==> config.mk <==
export PLATFORM = sky130hd
export DESIGN_NAME = pid_controller_clamped
export DESIGN_NICKNAME = d
export VERILOG_FILES = /design/src/design/pcc_pkg.sv /design/src/design/pcc_mac.sv /design/src/design/pcc_div.sv /design/src/design/pid_controller_clamped.sv
export VERILOG_INCLUDE_DIRS = /design/src /design/src/design
export SDC_FILE = /design/constraint.sdc
export NUM_CORES = 2
export LEC_CHECK = 0
export ABC_AREA = 0
export BUFFER_PORTS_ARGS = -buffer_cell sky130_fd_sc_hd__clkbuf_2
export CAP_MARGIN = 20
export CORE_MARGIN = 2
export CORE_UTILIZATION = 30
export DETAILED_ROUTE_END_ITERATION = 6
export RECOVER_POWER = 50
export SYNTH_ARGS = -nofsm -noshare
export SYNTH_HDL_FRONTEND = slang
export SYNTH_HIERARCHICAL = 1
export SYNTH_SLANG_ARGS = --single-unit
==> constraint.sdc <==
create_clock -name clk -period 15.5 [get_ports clk]
set_clock_uncertainty 0.2 [all_clocks]
set_input_delay 2.325 -clock clk [delete_from_list [all_inputs] [get_ports clk]]
set_output_delay 2.325 -clock clk [all_outputs]
set_load 0.01 [all_outputs]
==> src/design/assert_macros.svh <==
// ----------------------------------------------------------------------------
// assert_macros.svh
// concurrent assertion helpers, empty under synthesis
// ----------------------------------------------------------------------------
`ifndef ASSERT_MACROS_SVH
`define ASSERT_MACROS_SVH

`ifndef SYNTHESIS

// same-cycle implication
`define PCC_ASSERT_IMPL(label, ante, cons, msg) \
    label: assert property (@(posedge clk) disable iff (!rst_n) (ante) |-> (cons)) \
        else $error(msg);

// next-cycle implication
`define PCC_ASSERT_NEXT(label, ante, cons, msg) \
    label: assert property (@(posedge clk) disable iff (!rst_n) (ante) |=> (cons)) \
        else $error(msg);

`else

`define PCC_ASSERT_IMPL(label, ante, cons, msg)
`define PCC_ASSERT_NEXT(label, ante, cons, msg)

`endif

`endif

==> src/design/pcc_pkg.sv <==
// ----------------------------------------------------------------------------
// pcc_pkg
// shared widths, reset values, codes and saturation for the clamped pid block
// ----------------------------------------------------------------------------
package pcc_pkg;

    localparam int FRAC_BITS = 16;
    localparam int DATA_W    = 32;
    localparam int ERR_W     = DATA_W + 1;
    localparam int ACC_W     = 48;
    localparam int DT_W      = 24;
    localparam int SUM_W     = ACC_W + 2;
    localparam int MAC_A_W   = ERR_W + 1;
    localparam int DIGIT_W   = 16;
    localparam int DIG_CNT_W = 2;
    localparam int PROD_W    = MAC_A_W + ACC_W;
    localparam int WIDE_W    = PROD_W - FRAC_BITS;
    localparam int NUM_W     = ERR_W + 1 + FRAC_BITS;
    localparam int DIV_CNT_W = $clog2(NUM_W);
    localparam int IDX_W     = 3;
    localparam int TDATA_IN_W  = 2 * DATA_W + DT_W;
    localparam int TDATA_OUT_W = DATA_W;

    localparam logic signed [DATA_W-1:0] PROP_GAIN_RST  = 32'sd98304;
    localparam logic signed [DATA_W-1:0] INTEG_GAIN_RST = 32'sd13107;
    localparam logic signed [DATA_W-1:0] DERIV_GAIN_RST = 32'sd3277;
    localparam logic signed [DATA_W-1:0] OUT_LOWER_RST  = -32'sd3276800;
    localparam logic signed [DATA_W-1:0] OUT_UPPER_RST  = 32'sd3276800;

    localparam logic signed [WIDE_W-1:0] ACC_MAX =
        {{(WIDE_W-ACC_W+1){1'b0}}, {(ACC_W-1){1'b1}}};
    localparam logic signed [WIDE_W-1:0] ACC_MIN =
        {{(WIDE_W-ACC_W+1){1'b1}}, {(ACC_W-1){1'b0}}};

    typedef enum logic [IDX_W-1:0] {
        REG_PROP_GAIN  = 3'd0,
        REG_INTEG_GAIN = 3'd1,
        REG_DERIV_GAIN = 3'd2,
        REG_OUT_LOWER  = 3'd3,
        REG_OUT_UPPER  = 3'd4
    } cfg_reg_t;

    typedef enum logic [3:0] {
        ST_IDLE,
        ST_INTEG_GO,
        ST_INTEG_WT,
        ST_ACC,
        ST_IMUL_GO,
        ST_IMUL_WT,
        ST_PMUL_GO,
        ST_PMUL_WT,
        ST_DMUL_GO,
        ST_DMUL_WT,
        ST_EMIT
    } pcc_state_t;

    typedef struct packed {
        logic busy;
        logic done;
    } unit_stat_t;

    function automatic logic signed [ACC_W-1:0] sat_acc(input logic signed [WIDE_W-1:0] x);
        logic signed [ACC_W-1:0] r;
        if (x > ACC_MAX)
        begin
            r = ACC_MAX[ACC_W-1:0];
        end
        else if (x < ACC_MIN)
        begin
            r = ACC_MIN[ACC_W-1:0];
        end
        else
        begin
            r = x[ACC_W-1:0];
        end
        return r;
    endfunction

endpackage

==> src/design/pcc_mac.sv <==
// ----------------------------------------------------------------------------
// pcc_mac
// shared multiplier: signed operand times a 48-bit operand, 16 bits per cycle,
// result scaled down by the fraction bits and saturated to 48 bits
// ----------------------------------------------------------------------------
module pcc_mac
    import pcc_pkg::*;
(
    input  logic                      clk,
    input  logic                      rst_n,
    input  logic                      start,
    input  logic signed [MAC_A_W-1:0] op_a,
    input  logic signed [ACC_W-1:0]   op_b,
    output unit_stat_t                stat,
    output logic signed [ACC_W-1:0]   prod
);

    logic signed [MAC_A_W-1:0]   a_reg;
    logic signed [ACC_W-1:0]     b_reg;
    logic signed [PROD_W-1:0]    acc_reg;
    logic signed [PROD_W-1:0]    acc_next;
    logic [DIG_CNT_W-1:0]        cnt_reg;
    logic                        busy_reg;
    logic                        done_reg;
    logic signed [DIGIT_W:0]     digit;
    logic signed [MAC_A_W+DIGIT_W:0] step_prod;

    // most significant digit first, top digit carries the sign
    always_comb
    begin
        case (cnt_reg)
            2'd2:    digit = {b_reg[ACC_W-1], b_reg[ACC_W-1:2*DIGIT_W]};
            2'd1:    digit = {1'b0, b_reg[2*DIGIT_W-1:DIGIT_W]};
            default: digit = {1'b0, b_reg[DIGIT_W-1:0]};
        endcase
        step_prod = a_reg * digit;
        acc_next  = (acc_reg <<< DIGIT_W) + PROD_W'(step_prod);
    end

    always_ff @(posedge clk or negedge rst_n)
    begin
        if (!rst_n)
        begin
            busy_reg <= 1'b0;
            done_reg <= 1'b0;
            cnt_reg  <= '0;
        end
        else
        begin
            done_reg <= 1'b0;
            if (start)
            begin
                busy_reg <= 1'b1;
                cnt_reg  <= DIG_CNT_W'(2);
            end
            else if (busy_reg)
            begin
                if (cnt_reg == '0)
                begin
                    busy_reg <= 1'b0;
                    done_reg <= 1'b1;
                end
                else
                begin
                    cnt_reg <= cnt_reg - 1'b1;
                end
            end
        end
    end

    always_ff @(posedge clk)
    begin
        if (start)
        begin
            a_reg   <= op_a;
            b_reg   <= op_b;
            acc_reg <= '0;
        end
        else if (busy_reg)
        begin
            acc_reg <= acc_next;
        end
    end

    assign stat.busy = busy_reg;
    assign stat.done = done_reg;
    assign prod      = sat_acc(acc_reg[PROD_W-1:FRAC_BITS]);

endmodule

==> src/design/pcc_div.sv <==
// ----------------------------------------------------------------------------
// pcc_div
// serial restoring divider, one quotient bit per cycle, signed numerator,
// unsigned divisor, quotient rounded toward zero and saturated to 48 bits
// ----------------------------------------------------------------------------
module pcc_div
    import pcc_pkg::*;
(
    input  logic                    clk,
    input  logic                    rst_n,
    input  logic                    start,
    input  logic signed [NUM_W-1:0] num,
    input  logic [DT_W-1:0]         den,
    output unit_stat_t              stat,
    output logic signed [ACC_W-1:0] quot
);

    logic                    busy_reg;
    logic                    done_reg;
    logic [DIV_CNT_W-1:0]    cnt_reg;
    logic                    neg_reg;
    logic [NUM_W-1:0]        mag_reg;
    logic [DT_W-1:0]         rem_reg;
    logic [DT_W-1:0]         den_reg;
    logic [NUM_W-1:0]        num_abs;
    logic [DT_W:0]           shifted;
    logic [DT_W+1:0]         trial;
    logic                    take;
    logic [DT_W-1:0]         rem_next;
    logic signed [NUM_W:0]   q_signed;

    always_comb
    begin
        num_abs  = num[NUM_W-1] ? NUM_W'(-num) : NUM_W'(num);
        shifted  = {rem_reg, mag_reg[NUM_W-1]};
        trial    = {1'b0, shifted} - {2'b00, den_reg};
        take     = !trial[DT_W+1];
        rem_next = take ? trial[DT_W-1:0] : shifted[DT_W-1:0];
        q_signed = neg_reg ? -$signed({1'b0, mag_reg}) : $signed({1'b0, mag_reg});
    end

    always_ff @(posedge clk or negedge rst_n)
    begin
        if (!rst_n)
        begin
            busy_reg <= 1'b0;
            done_reg <= 1'b0;
            cnt_reg  <= '0;
        end
        else
        begin
            done_reg <= 1'b0;
            if (start)
            begin
                busy_reg <= 1'b1;
                cnt_reg  <= DIV_CNT_W'(NUM_W - 1);
            end
            else if (busy_reg)
            begin
                if (cnt_reg == '0)
                begin
                    busy_reg <= 1'b0;
                    done_reg <= 1'b1;
                end
                else
                begin
                    cnt_reg <= cnt_reg - 1'b1;
                end
            end
        end
    end

    // quotient bits shift in where numerator bits shift out
    always_ff @(posedge clk)
    begin
        if (start)
        begin
            neg_reg <= num[NUM_W-1];
            mag_reg <= num_abs;
            rem_reg <= '0;
            den_reg <= den;
        end
        else if (busy_reg)
        begin
            mag_reg <= {mag_reg[NUM_W-2:0], take};
            rem_reg <= rem_next;
        end
    end

    assign stat.busy = busy_reg;
    assign stat.done = done_reg;
    assign quot      = sat_acc(WIDE_W'(q_signed));

endmodule

==> src/design/pid_controller_clamped.sv <==
// ----------------------------------------------------------------------------
// pid_controller_clamped
// fixed-point pid controller with saturating integral and clamped output
// ----------------------------------------------------------------------------
// Each input beat (target, measured, step_time) with a nonzero step_time
// yields one drive beat; a zero step_time beat is taken and dropped without
// touching the state. One item at a time: s_axis_tready is high only while
// the block is idle, and the derivative is formed by a 50-step serial
// divider; the integral and the integral and proportional gain products
// run meanwhile on one shared 16-bit-digit multiplier, and the derivative
// gain product follows once the divider is done. A finished drive beat waits
// in an output register, and the next result is held back until it has been
// taken. Configuration writes belong to idle periods.
module pid_controller_clamped
    import pcc_pkg::*;
(
    input  logic                   clk,
    input  logic                   rst_n,
    input  logic                   s_axis_tvalid,
    output logic                   s_axis_tready,
    // target [31:0], measured [63:32], step_time [87:64]
    input  logic [TDATA_IN_W-1:0]  s_axis_tdata,
    output logic                   m_axis_tvalid,
    input  logic                   m_axis_tready,
    // drive [31:0]
    output logic [TDATA_OUT_W-1:0] m_axis_tdata,
    input  logic                   cfg_we,
    input  logic [IDX_W-1:0]       cfg_index,
    input  logic [DATA_W-1:0]      cfg_data
);

`include "assert_macros.svh"

    pcc_state_t               state_reg;
    pcc_state_t               state_next;

    logic signed [DATA_W-1:0] prop_gain_reg;
    logic signed [DATA_W-1:0] integ_gain_reg;
    logic signed [DATA_W-1:0] deriv_gain_reg;
    logic signed [DATA_W-1:0] out_lower_reg;
    logic signed [DATA_W-1:0] out_upper_reg;

    logic signed [ERR_W-1:0]  err_reg;
    logic signed [ERR_W-1:0]  last_error_reg;
    logic signed [ACC_W-1:0]  accum_reg;
    logic [DT_W-1:0]          dt_reg;
    logic signed [SUM_W-1:0]  sum_reg;
    logic                     m_tvalid_reg;
    logic [DATA_W-1:0]        m_tdata_reg;

    logic signed [DATA_W-1:0] in_target;
    logic signed [DATA_W-1:0] in_measured;
    logic [DT_W-1:0]          in_step_time;
    logic                     in_fire;
    logic                     emit_fire;

    logic                     mac_start;
    logic signed [MAC_A_W-1:0] mac_a;
    logic signed [ACC_W-1:0]  mac_b;
    logic signed [ACC_W-1:0]  mac_prod;
    unit_stat_t               mac_stat;

    logic                     div_start;
    logic signed [ERR_W:0]    diff;
    logic signed [NUM_W-1:0]  div_num;
    logic signed [ACC_W-1:0]  deriv;
    unit_stat_t               div_stat;

    logic signed [WIDE_W-1:0] accum_sum;
    logic signed [SUM_W-1:0]  sum_add;
    logic signed [SUM_W-1:0]  upper_ext;
    logic signed [SUM_W-1:0]  lower_ext;
    logic signed [SUM_W-1:0]  clamp_hi;
    logic signed [SUM_W-1:0]  clamp_out;

    assign in_target    = s_axis_tdata[DATA_W-1:0];
    assign in_measured  = s_axis_tdata[2*DATA_W-1:DATA_W];
    assign in_step_time = s_axis_tdata[TDATA_IN_W-1:2*DATA_W];

    assign s_axis_tready = (state_reg == ST_IDLE);
    assign in_fire       = s_axis_tvalid && s_axis_tready;
    assign emit_fire     = (state_reg == ST_EMIT) && (!m_tvalid_reg || m_axis_tready);

    assign diff    = (ERR_W+1)'(err_reg) - (ERR_W+1)'(last_error_reg);
    assign div_num = {diff, {FRAC_BITS{1'b0}}};

    assign accum_sum = WIDE_W'(accum_reg) + WIDE_W'(mac_prod);
    assign sum_add   = sum_reg + SUM_W'(mac_prod);
    assign upper_ext = SUM_W'(out_upper_reg);
    assign lower_ext = SUM_W'(out_lower_reg);
    // lower bound wins when the bounds cross
    assign clamp_hi  = (sum_reg > upper_ext) ? upper_ext : sum_reg;
    assign clamp_out = (clamp_hi < lower_ext) ? lower_ext : clamp_hi;

    pcc_mac u_mac (
        .clk   (clk),
        .rst_n (rst_n),
        .start (mac_start),
        .op_a  (mac_a),
        .op_b  (mac_b),
        .stat  (mac_stat),
        .prod  (mac_prod)
    );

    pcc_div u_div (
        .clk   (clk),
        .rst_n (rst_n),
        .start (div_start),
        .num   (div_num),
        .den   (dt_reg),
        .stat  (div_stat),
        .quot  (deriv)
    );

    always_ff @(posedge clk or negedge rst_n)
    begin
        if (!rst_n)
        begin
            state_reg <= ST_IDLE;
        end
        else
        begin
            state_reg <= state_next;
        end
    end

    always_comb
    begin
        state_next = state_reg;
        mac_start  = 1'b0;
        div_start  = 1'b0;
        mac_a      = MAC_A_W'(err_reg);
        mac_b      = {{(ACC_W-DT_W){1'b0}}, dt_reg};
        unique case (state_reg)
            ST_IDLE:
            begin
                if (in_fire && (in_step_time != '0))
                begin
                    state_next = ST_INTEG_GO;
                end
            end
            ST_INTEG_GO:
            begin
                mac_start  = 1'b1;
                div_start  = 1'b1;
                state_next = ST_INTEG_WT;
            end
            ST_INTEG_WT:
            begin
                if (mac_stat.done)
                begin
                    state_next = ST_ACC;
                end
            end
            ST_ACC:
            begin
                state_next = ST_IMUL_GO;
            end
            ST_IMUL_GO:
            begin
                mac_start  = 1'b1;
                mac_a      = MAC_A_W'(integ_gain_reg);
                mac_b      = accum_reg;
                state_next = ST_IMUL_WT;
            end
            ST_IMUL_WT:
            begin
                if (mac_stat.done)
                begin
                    state_next = ST_PMUL_GO;
                end
            end
            ST_PMUL_GO:
            begin
                mac_start  = 1'b1;
                mac_a      = MAC_A_W'(prop_gain_reg);
                mac_b      = ACC_W'(err_reg);
                state_next = ST_PMUL_WT;
            end
            ST_PMUL_WT:
            begin
                if (mac_stat.done)
                begin
                    state_next = ST_DMUL_GO;
                end
            end
            ST_DMUL_GO:
            begin
                mac_a = MAC_A_W'(deriv_gain_reg);
                mac_b = deriv;
                if (!div_stat.busy)
                begin
                    mac_start  = 1'b1;
                    state_next = ST_DMUL_WT;
                end
            end
            ST_DMUL_WT:
            begin
                if (mac_stat.done)
                begin
                    state_next = ST_EMIT;
                end
            end
            ST_EMIT:
            begin
                if (emit_fire)
                begin
                    state_next = ST_IDLE;
                end
            end
            default:
            begin
                state_next = ST_IDLE;
            end
        endcase
    end

    // configuration and controller state
    always_ff @(posedge clk or negedge rst_n)
    begin
        if (!rst_n)
        begin
            prop_gain_reg  <= PROP_GAIN_RST;
            integ_gain_reg <= INTEG_GAIN_RST;
            deriv_gain_reg <= DERIV_GAIN_RST;
            out_lower_reg  <= OUT_LOWER_RST;
            out_upper_reg  <= OUT_UPPER_RST;
            last_error_reg <= '0;
            accum_reg      <= '0;
            m_tvalid_reg   <= 1'b0;
        end
        else
        begin
            if (cfg_we)
            begin
                unique case (cfg_index)
                    REG_PROP_GAIN:  prop_gain_reg  <= cfg_data;
                    REG_INTEG_GAIN: integ_gain_reg <= cfg_data;
                    REG_DERIV_GAIN: deriv_gain_reg <= cfg_data;
                    REG_OUT_LOWER:  out_lower_reg  <= cfg_data;
                    REG_OUT_UPPER:  out_upper_reg  <= cfg_data;
                    default:        ;
                endcase
            end
            if (state_reg == ST_ACC)
            begin
                accum_reg <= sat_acc(accum_sum);
            end
            if (emit_fire)
            begin
                last_error_reg <= err_reg;
                m_tvalid_reg   <= 1'b1;
            end
            else if (m_axis_tready)
            begin
                m_tvalid_reg <= 1'b0;
            end
        end
    end

    always_ff @(posedge clk)
    begin
        if (in_fire)
        begin
            err_reg <= ERR_W'(in_target) - ERR_W'(in_measured);
            dt_reg  <= in_step_time;
        end
        if ((state_reg == ST_IMUL_WT) && mac_stat.done)
        begin
            sum_reg <= SUM_W'(mac_prod);
        end
        else if (((state_reg == ST_PMUL_WT) || (state_reg == ST_DMUL_WT)) && mac_stat.done)
        begin
            sum_reg <= sum_add;
        end
        if (emit_fire)
        begin
            m_tdata_reg <= clamp_out[DATA_W-1:0];
        end
    end

    assign m_axis_tvalid = m_tvalid_reg;
    assign m_axis_tdata  = m_tdata_reg;

    `PCC_ASSERT_IMPL(a_mac_start_free, mac_start, !mac_stat.busy, "multiplier restarted while busy")
    `PCC_ASSERT_IMPL(a_ready_units_idle, s_axis_tready, !mac_stat.busy && !div_stat.busy, "ready while a unit is busy")
    `PCC_ASSERT_NEXT(a_div_done_quiet, div_stat.done, !div_stat.busy, "divider busy right after done")
    `PCC_ASSERT_IMPL(a_emit_to_idle, $rose(m_tvalid_reg), state_reg == ST_IDLE, "result raised outside emit")

endmodule
==> results.tsv <==
stage	metric	value	unit
outcome	outcome	finished with violations	
outcome	violated checks	capacitance limit, slew limit	
setup_path	Crit path arrival time	10.66	ns
route	WL final	226600	um
yosys	Synth Warn #	6	
route	Top Metal Used	met5	
floorplanning	die outline height	491.1	um
route	met3 wire len	14190	um
setup_path	Setup crit start kind	flop	
floorplanning	Top Ports	162	
sta	Max transition margin	-1.754	
clock_tree	clk slew on worst S/H paths	0.07	ns
setup_path	Setup CP Type	flop to flop	
layout	share of cells above drive strength 1	0.08734	
floorplanning	CORE AREA	235600	um^2
setup_path	r2r setup slk	5.23	ns
placement	DP Wirelength	178600	um
sta	Final period util	0.6627	
global_routing	largest net degree at the start of global routing	95	
clock_tree	CTS Buf Count	74	
clock_tree	Root Driver	clkbuf_16	
layout	most common cell after layout, fill and taps aside	inv_1	
yosys	syn avg cell area	9.066	um^2
sta	minimum clock period	10.27	ns
layout	Layout Area Growth over Synthesis	9.770	%
clock_tree	CTS tree	done	
route	Residual DRC	0	
route	M1 WL	96110	um
route	met2 WL post-DR	103700	um
placement	IO Port Bufs	161	
setup_path	CP Max Fanout	34	
global_routing	wire length of the first global-routing pass	349000	um
clock_tree	Resized Gates After CTS	0	
clock_tree	TritonCTS Sinks	659	
route	Vias	56210	
clock_tree	hold buffer count at CTS	0	
route	initial drt markers	4561	
global_routing	vias in the first global route	57140	
yosys	Syn Inst Count	7852	
route	TritonRoute pass-1 iters	7	
global_routing	initial antenna violation count	9	
sta	fmax	97.35	MHz
sta	RSZ-0062 raised after global routing	false	
layout	NumNets Final	9276	
placement	placer congestion estimate	0.9316	
route	vias per cell	5.061	
layout	most frequent cells in the layout	inv_1 (1362), nand2_1 (874), fa_1 (759)	
route	wire per inst	20.40	um
setup_path	Crit. End Element	flop	
floorplanning	Core Rows	178	
clock_tree	postcts setup bufs	0	
floorplanning	Die Width	491.1	um
layout	max FFs per register	82	
floorplanning	Initial Util	0.3021	
sta	final hold vios	0	
sta	Worst Tran Pin Value	4.130	ns
yosys	Cell Area, Synth	71190	um^2
clock_tree	H-tree levels	3	
route	DRT antenna net count	0	
sta	Slew Viols, Final	786	
global_routing	GRT Total Usage	0.1865	
sta	Final setup viols	0	
global_routing	gr ovfl total	0	
clock_tree	Longest Clk Path Bufs	3	
flow_run	maxcap violations	15	
clock_tree	clk_lat worst skew	0.74	ns
floorplanning	DIE AREA	241200	um^2
sta	Final TNS setup	0	ns
setup_path	CP required	15.89	ns
min_path	Worst Hold Class	flop to flop	
[area by class of cell]
class | instances | area (um^2)
Antenna cell | 11 | 27.53
Inverter | 1365 | 5125
Clock inverter | 45 | 683.2
Multi-Input combinational cell | 5541 | 47530
Clock buffer | 93 | 1984
Tap cell | 3150 | 3941
Fill cell | 24490 | 157500
Timing Repair Buffer | 243 | 1370
Sequential cell | 659 | 17480
[metal layers]
| metal | vias up | global-route usage |
|---|---|---|
| li1 | 25930 | - |
| met1 | 27890 | 0.2463 |
| met2 | 1982 | 0.3008 |
| met3 | 404 | 0.02374 |
| met4 | 4 | 0.09160 |
| met5 | - | 0 |
[critical path, stage by stage, from the launching register on]
cell and delay (ns):
dfrtp_1 0.38, inv_1 0.08, ha_1 0.62, buf_16 0.23, nor2_1 0.07, a21oi_2 0.10
buf_4 0.41, nand2_1 0.22, fa_4 0.76, fa_1 0.95, fa_2 0.65, fa_1 0.99
inv_1 0.10, buf_4 0.30, fa_1 0.59, inv_1 0.05, fa_1 0.53, inv_1 0.04
ha_1 0.45, nand4_1 0.28, or4b_1 0.59, nor3_1 0.32, nand2_1 0.12, nand4b_1 0.18
a31oi_1 0.41, o2111ai_1 0.19, mux2i_1 0.18, nand2_1 0.08
[through the flow]
stage	util	worst slack [ns]	hold WS, ns	cells	area (um^2)
after floorplan	-	4.681	0.2250	7906	71390
after global placement	0.3205	4.909	0.2472	10960	75520
after detailed placement	0.3205	4.845	0.2568	10960	75520
after CTS	0.3318	4.798	0.2483	11090	78190
after global routing	0.3316	4.618	0.2721	11110	78140
final	0.3316	5.228	0.2496	11110	78140
[worst paths after layout]
| check | from | endpoint | cells after the start |
|---|---|---|---|
| max | u_mac/cnt_reg[1] | u_mac/acc_reg[75] | 27 |
| max in group asynchronous | rst_n | out_lower_reg[16] | 3 |
| min reg2reg | u_div/rem_reg[16] | u_div/rem_reg[17] | 2 |
| min in group asynchronous | rst_n | last_error_reg[30] | 1 |
| max reg2reg | u_mac/cnt_reg[1] | u_mac/acc_reg[75] | 27 |
| min | u_div/rem_reg[16] | u_div/rem_reg[17] | 2 |
Power is left out: the tool's default activity adds up to more than one toggle a clock period on the data nets, which glitch-free logic cannot reach.
